--- src/rtl/core/diffo_pkg.sv ---
// ----------------------------------------------------------------------------
// diffo_pkg
// widths, reset values, codes and item types of the arc odometry block
// ----------------------------------------------------------------------------
package diffo_pkg;

  // field widths
  localparam int TICK_W     = 16;
  localparam int SCALE_W    = 16;
  localparam int TRACK_W    = 10;
  localparam int MIN_W      = 20;
  localparam int RADIUS_W   = 11;
  localparam int ARC_OUT_W  = 16;
  localparam int CFG_IDX_W  = 2;
  localparam int CFG_DATA_W = 20;

  // datapath widths
  localparam int DIST_W     = TICK_W + SCALE_W;       // signed wheel distance, q.16 mm
  localparam int D_W        = DIST_W - 1;             // outer minus inner, turning case
  localparam int X_W        = DIST_W + TRACK_W + 1;   // signed radius numerator
  localparam int RN_W       = X_W + 1;                // rounded radius dividend
  localparam int THR_W      = D_W + 11;               // clamp threshold
  localparam int ARC_SHIFT  = 17;                     // 2 * 2^16 of the arc divisor
  localparam int ARC_SUM_W  = X_W + 5;
  localparam int AN_W       = ARC_SUM_W - ARC_SHIFT;
  localparam int RAD_Q_W    = 10;                     // quotient bits below clamp
  localparam int ARC_Q_W    = 15;                     // quotient bits below saturation
  localparam int ARC_W      = ((AN_W > TRACK_W + ARC_Q_W + 1) ? AN_W :
                               TRACK_W + ARC_Q_W + 1) + 1;
  localparam int DIV_STAGES = ARC_Q_W;

  // register reset values
  localparam logic [SCALE_W-1:0] TICK_SCALE_RST  = 16'd4293;
  localparam logic [TRACK_W-1:0] TRACK_WIDTH_RST = 10'd100;
  localparam logic [MIN_W-1:0]   MIN_TRAVEL_RST  = 20'd13107;

  // constants
  localparam logic [RAD_Q_W-1:0]   RAD_MAX       = 10'd999;
  localparam logic [10:0]          RAD_CLAMP_MUL = 11'd1998;  // 2 * 999
  localparam logic [RADIUS_W-1:0]  RIGHT_OFFSET  = 11'd1000;
  localparam logic [ARC_OUT_W-1:0] ARC_POS_SAT   = 16'h7FFF;
  localparam logic [ARC_OUT_W-1:0] ARC_NEG_SAT   = 16'h8000;

  typedef enum logic [CFG_IDX_W-1:0] {
    CFG_TICK_SCALE  = 2'd0,
    CFG_TRACK_WIDTH = 2'd1,
    CFG_MIN_TRAVEL  = 2'd2
  } cfg_idx_e;

  typedef struct packed {
    logic signed [TICK_W-1:0] left_ticks;
    logic signed [TICK_W-1:0] right_ticks;
  } in_t;

  typedef struct packed {
    logic [RADIUS_W-1:0]         radius_code;
    logic signed [ARC_OUT_W-1:0] arc_length;
  } out_t;

  // state of both restoring dividers as it moves down the pipe
  typedef struct packed {
    logic [RN_W-1:0]    rad_rem;
    logic [D_W:0]       rad_den;
    logic [RAD_Q_W-1:0] rad_q;
    logic               rad_done;
    logic [ARC_W-1:0]   arc_rem;
    logic [TRACK_W-1:0] arc_den;
    logic [ARC_Q_W-1:0] arc_q;
    logic               arc_sat;
    logic               arc_neg;
    logic               arc_zero;
    logic               turn_right;
  } div_t;

endpackage

--- src/rtl/core/diffo_div_pipe.sv ---
// ----------------------------------------------------------------------------
// diffo_div_pipe
// radius and arc restoring dividers, one arc quotient bit per stage, radius bits in the leading stages only
// ----------------------------------------------------------------------------
module diffo_div_pipe (
  input  logic               clk_i,
  input  logic               rst_ni,
  input  logic               in_valid_i,
  output logic               in_stall_o,
  input  diffo_pkg::div_t    in_data_i,
  output logic               out_valid_o,
  input  logic               out_stall_i,
  output diffo_pkg::div_t    out_data_o
);

  localparam int N = diffo_pkg::DIV_STAGES;

  logic            vld_q [N];
  diffo_pkg::div_t st_q  [N];
  logic            free  [N];

  for (genvar k = 0; k < N; k++) begin : g_stage
    localparam int RB = (k < diffo_pkg::RAD_Q_W) ? diffo_pkg::RAD_Q_W - 1 - k : 0;
    localparam int AB = diffo_pkg::ARC_Q_W - 1 - k;

    diffo_pkg::div_t              src;
    diffo_pkg::div_t              nxt_d;
    logic                         src_valid;
    logic [diffo_pkg::RN_W-1:0]   rad_trial;
    logic                         rad_hit;
    logic [diffo_pkg::ARC_W-1:0]  arc_trial;
    logic                         arc_hit;

    if (k == 0) begin : g_head
      assign src       = in_data_i;
      assign src_valid = in_valid_i;
    end else begin : g_link
      assign src       = st_q[k-1];
      assign src_valid = vld_q[k-1];
    end

    // a stage moves when it is empty or the stage after it moves
    if (k == N - 1) begin : g_tail
      assign free[k] = ~vld_q[k] | ~out_stall_i;
    end else begin : g_mid
      assign free[k] = ~vld_q[k] | free[k+1];
    end

    if (k < diffo_pkg::RAD_Q_W) begin : g_rad
      assign rad_trial = {{(diffo_pkg::RN_W - diffo_pkg::D_W - 1){1'b0}}, src.rad_den} << RB;
      assign rad_hit   = ~src.rad_done & (src.rad_rem >= rad_trial);
    end else begin : g_rad_idle
      assign rad_trial = '0;
      assign rad_hit   = 1'b0;
    end

    assign arc_trial = {{(diffo_pkg::ARC_W - diffo_pkg::TRACK_W){1'b0}}, src.arc_den} << AB;
    assign arc_hit   = src.arc_rem >= arc_trial;

    always_comb begin
      nxt_d = src;
      if (rad_hit) begin
        nxt_d.rad_rem   = src.rad_rem - rad_trial;
        nxt_d.rad_q[RB] = 1'b1;
      end
      if (arc_hit) begin
        nxt_d.arc_rem   = src.arc_rem - arc_trial;
        nxt_d.arc_q[AB] = 1'b1;
      end
    end

    always_ff @(posedge clk_i or negedge rst_ni) begin
      if (!rst_ni) begin
        vld_q[k] <= 1'b0;
      end else if (free[k]) begin
        vld_q[k] <= src_valid;
      end
    end

    always_ff @(posedge clk_i) begin
      if (free[k]) begin
        st_q[k] <= nxt_d;
      end
    end
  end

  assign in_stall_o  = ~free[0];
  assign out_valid_o = vld_q[N-1];
  assign out_data_o  = st_q[N-1];

endmodule

--- config.mk ---
export PLATFORM = sky130hd
export DESIGN_NAME = diffo_div_pipe
export DESIGN_NICKNAME = d
export VERILOG_FILES = /design/src/rtl/core/diffo_pkg.sv /design/src/rtl/core/diffo_div_pipe.sv
export SDC_FILE = /design/constraint.sdc
export NUM_CORES = 2
export LEC_CHECK = 0
export BUFFER_PORTS_ARGS = -buffer_cell sky130_fd_sc_hd__buf_2
export CAP_MARGIN = 20
export CORE_MARGIN = 3
export CORE_UTILIZATION = 33
export CTS_BUF_LIST = sky130_fd_sc_hd__clkbuf_16
export DETAILED_ROUTE_END_ITERATION = 7
export PLACE_DENSITY = 0.49
export SLEW_MARGIN = 10
export SYNTH_ARGS = -nofsm -noshare
export SYNTH_HDL_FRONTEND = slang
export SYNTH_SLANG_ARGS = --single-unit
--- constraint.sdc ---
create_clock -name clk_i -period 56.3 [get_ports clk_i]
set_input_delay 16.89 -clock clk_i [delete_from_list [all_inputs] [get_ports clk_i]]
set_output_delay 16.89 -clock clk_i [all_outputs]
set_load 0.05 [all_outputs]
* Word level (Yosys, flattened, before mapping)
Memories as Yosys holds them, arrays and structs flattened.
Cells that the tools add are included.
** Cells by class
- Add/sub/neg operators :: 25
- Multipliers :: 0
- Div/mod/pow operators :: 0
- Magnitude comparators :: 25
- Eq/ne operators :: 0
- Shifts and indexed selects :: 0
- Mux-type cells :: 80
- Bitwise operators :: 52
- Reduce and logical (&&, ||, !) cells :: 0
** Operator list (count)
- $mux W32 :: 15
- $mux W44 :: 10
- $mux W1 :: 55
- $ge A44 B32 Y1 :: 1
- $ge A44 B33 Y1 :: 1
- $ge A44 B34 Y1 :: 1
- $ge A44 B35 Y1 :: 1
- $ge A44 B36 Y1 :: 1
- $ge A44 B37 Y1 :: 1
- $ge A44 B38 Y1 :: 1
- $ge A44 B39 Y1 :: 1
- $ge A44 B40 Y1 :: 1
- $ge A44 B41 Y1 :: 1
- $sub A44 B32 Y44 :: 1
- $sub A44 B33 Y44 :: 1
- $sub A44 B34 Y44 :: 1
- $sub A44 B35 Y44 :: 1
- $sub A44 B36 Y44 :: 1
- $sub A44 B37 Y44 :: 1
- $sub A44 B38 Y44 :: 1
- $sub A44 B39 Y44 :: 1
- $sub A44 B40 Y44 :: 1
- $sub A44 B41 Y44 :: 1
- $ge A32 B10 Y1 :: 1
- 32 further kinds :: 81
** Storage, ports and cells
- Register bits :: 15
- Bits in latches :: 0
- Memory bits (writable) :: 2220
- Memory bits (read-only) :: 0
- Output and inout port bits :: 150
- Memories :: 1
** Memory list
- st_q :: words 15, width 148, read ports 15, clocked after memory_dff 0, wr ports 15, line diffo_div_pipe.sv:19 : diffo_pkg::div_t st_q [N];

* Longest topological paths before layout
- Word-level depth :: 18
- Mapped depth :: 15

* Least setup slack after synthesis
Ideal clock, no wire load.
- Kind :: input-to-output
- From :: in out_stall_i
- To :: out in_stall_o
- Data arrival time :: 25.902 ns
- Data required time :: 39.410 ns
- Setup slack :: 13.508 ns
- Stages on the path :: 10
- Path buffers :: 0
- Cell sequence :: and3_1 -> inv_1 -> nor2_1 -> and2_1 -> and3_1 -> and3_1 -> and3_1 -> and2_1 -> nand3_1 -> inv_1
** RTL lines
- start, declared :: line diffo_div_pipe.sv:12 : input logic out_stall_i,
- end, declared :: line diffo_div_pipe.sv:9 : output logic in_stall_o,

==> metrics.txt <==
first-pass GRT wire length=343,000 um; final critical-path share of the clock period=0.676; number of flip-flops and latches in the synthesized netlist=2,235; setup fix buffers added after clock tree synthesis=0; Sum Neg Setup Slack=0 ns; # fillers=29,300; Tmin final=38.07 ns; per-instance average area after synthesis=12.9 um2; net count after synthesis=8,690; critical-path maximum fanout=47; internal power=4190 uW; status=finished, final reports clean; proportion of netlist area held by the largest area contributor=0.642; Hold Path Origin=st_q[1][684]$_DFFE_PP_; global placement routability congestion=0.880; DRC violation total after the first TritonRoute iteration=3,299; initial core utilization=0.332; total die area=322,000 um2; path class of the lowest-slack min-delay path=reg2reg; Unique masters post-synth=89; average routed wire per standard cell=16.9 um; top achievable clock speed=26.3 MHz; area taken by flip-flops and latches=67,000 um2; maximum buffer depth of the clock tree=4; antenna violations before repair=5; most used flip-flop cell after synthesis=sky130_fd_sc_hd__edfxtp_1; Post-synth EDFFs=2,220; count of hold buffers inserted by post-cts repair=0; count of endpoints failing setup in the final report=0; # H-tree levels=5; vias per std cell=4.74; DRC Markers=0; post-CTS clock slew at the launch and capture registers of the worst setup and hold paths=0.05 ns; via count of the first global-routing pass=61,400; kind of end point of the critical path=output port; Combinational Power Share=0.294; latest clock arrival within the worst-skew pair=0.85 ns; routed vias=60,800; number of nets still failing antenna checks after routing=0; required time at the endpoint of the critical path=39.41 ns; clk root buf=sky130_fd_sc_hd__clkbuf_16; area used by multi-input combinational logic=34,100 um2; share of total power in the clock network=0.269; Area Overhead vs Synth=14.6%; proportion of total power due to net switching=0.327; largest net degree at the start of global routing=121; cell area power density=52.2 nW/um2; height of the die=567 um; sum of overflow across all layers after global routing=0; skew final=0.0319 ns; cell types occupying the most area after synthesis=sky130_fd_sc_hd__edfxtp_1, sky130_fd_sc_hd__ha_1, sky130_fd_sc_hd__xnor2_1; CTS Buf Count=262; total core area=313,000 um2; count of mapped cells out of synthesis=8,043; sequential area share after synthesis=0.645; Yosys Warn Count=0; row cnt=205; number of primary I/O pins=302; share of flip-flops with an asynchronous set or reset after synthesis=0.00671; sink count of the clock tree=2,235; Final #Nets=9,130; leakage dissipation=0.0458 uW; register share of total power=0.437; reg2reg start=out_valid_o$_DFFE_PN0P_; Worst Max-Slew Pin Slew=1.11 ns; kind of start point of the critical path=input port; detailed-route wire length=217,000 um; startpoint-to-endpoint class of the critical path=in2out; post-layout instance count excluding filler cells=12,800; net load switching power=2030 uW; commonest non-fill, non-tap cell in the layout=sky130_fd_sc_hd__edfxtp_1; number of buffers inserted by port buffering=301; Slew Limit Fails=0; placed wire-length estimate=163,000 um; Synth Cell Area=104,000 um2; max-cap viol count=0; arrival time worst endpoint=21.18 ns; headroom to the max-slew limit=0.250; Total GRT Usage=0.132; largest area contributor in the netlist=sky130_fd_sc_hd__edfxtp_1; start point of the critical path=out_stall_i; placed cell count=12,400; final hold violation count=0; most frequent cells in the layout=sky130_fd_sc_hd__edfxtp_1, sky130_fd_sc_hd__nand2_1, sky130_fd_sc_hd__inv_1; unrepaired setup endpoints after global routing=no; floorplan die width=567 um; share of layout cells above drive strength 1=0.107; total of cells resized after clock tree synthesis=0; TritonCTS clock tree=done; number of detailed-routing iterations run before antenna repair=5; largest vdd supply drop=24.2 uV
-- routing by layer --
metal,global-route usage,wire length [um]
met5,0,0
met1,0.188,106000
met2,0.199,92300
met4,0.0600,9750
met3,0.0186,8610
-- final timing paths --
kind	to	slack (ns)	cells after the start
worst max-delay path	in_stall_o	18.23	12
worst min register to register	st_q[1][832]$_DFFE_PP_	0.40	0
min in group asynchronous	g_stage[4].src_valid$_DFFE_PN0P_	16.06	1
worst min-delay path	st_q[1][832]$_DFFE_PP_	0.40	0
max in group asynchronous	g_stage[13].src_valid$_DFFE_PN0P_	39.80	1
worst max register to register	st_q[0][149]$_DFFE_PP_	50.89	11
-- critical path, cell delays in order --
cell                      delay, ns
sky130_fd_sc_hd__buf_2         0.13
sky130_fd_sc_hd__and3_1        0.37
sky130_fd_sc_hd__inv_6         0.23
sky130_fd_sc_hd__nor2_1        0.70
sky130_fd_sc_hd__and2_1        0.42
sky130_fd_sc_hd__and3_1        0.39
sky130_fd_sc_hd__and3_1        0.38
sky130_fd_sc_hd__and3_1        0.30
sky130_fd_sc_hd__and2_1        0.38
sky130_fd_sc_hd__nand3_4       0.46
sky130_fd_sc_hd__inv_1         0.17
sky130_fd_sc_hd__buf_2         0.28
-- logic make-up (layout without fill, tap and decap cells) --
group | after synthesis | after routing | synth area share
compound gates | 1701 | 1701 | 0.100
fa+ha+maj | 495 | 495 | 0.0614
simple gates | 2077 | 2077 | 0.0996
flops | 2235 | 2235 | 0.645
other cells | 0 | 2 | 0
buf+inv | 791 | 1434 | 0.0288
xor+xnor | 653 | 653 | 0.0550
mux | 91 | 91 | 0.00979
-- synthesized netlist by cell type (all sizes together) (20+ instances only) --
library cell	instances
a21oi	461
nor2b	78
or4	33
mux2	85
nand4b	20
and4	25
o21ai	564
o31ai	54
nand3	131
inv	615
a31oi	43
and2	29
nand3b	26
and3	42
buf	24
a21o	186
nand2b	124
or2	44
xnor2	347
nand4	92
nor4	92
edfxtp	2220
nor4b	23
nor3	161
o21a	55
ha	470
fa	25
or3	60
clkbuf	152
nand2	664
nor2	400
o21bai	47
xor2	306
a211oi	61
o211ai	40
-- registers in the layout (all words and copies together) (netlist names) --
register,count
g_stage.src_valid,14
out_valid_o,1
st_q,2220
-- through the flow --
stage	worst slack (ns)	hold slack, ns	power (uW)	instance area, um2	util
6_report	18.23	0.400	6220	119000	0.381
5_1_grt	18.01	0.400	6630	119000	0.381
4_1_cts	18.17	0.390	6290	119000	0.381
3_5_place_dp	18.21	0.405	4580	110000	0.353
3_3_place_gp	18.13	0.402	4550	110000	0.353
2_1_floorplan	13.51	0.400	4070	104000	-
-- power by group through the flow --
stage	combinational, uW	sequential, uW	clock [uW]
finish	1830	2720	1670
global placement	1800	2750	0
floorplan	1330	2740	0
global route	2050	2770	1810
detailed placement	1820	2760	0
CTS	1830	2730	1740
-- final cells by class --
cell class,count,share of cell area
Antenna cell,2,0.0000420
Clock buffer,264,0.0555
Clock inverter,203,0.0166
Inverter,615,0.0197
Multi-Input combinational cell,5017,0.286
Sequential cell,2235,0.563
Tap cell,4140,0.0435
Timing Repair Buffer,352,0.0160
No activity file was read; power rests on OpenSTA's default activity.
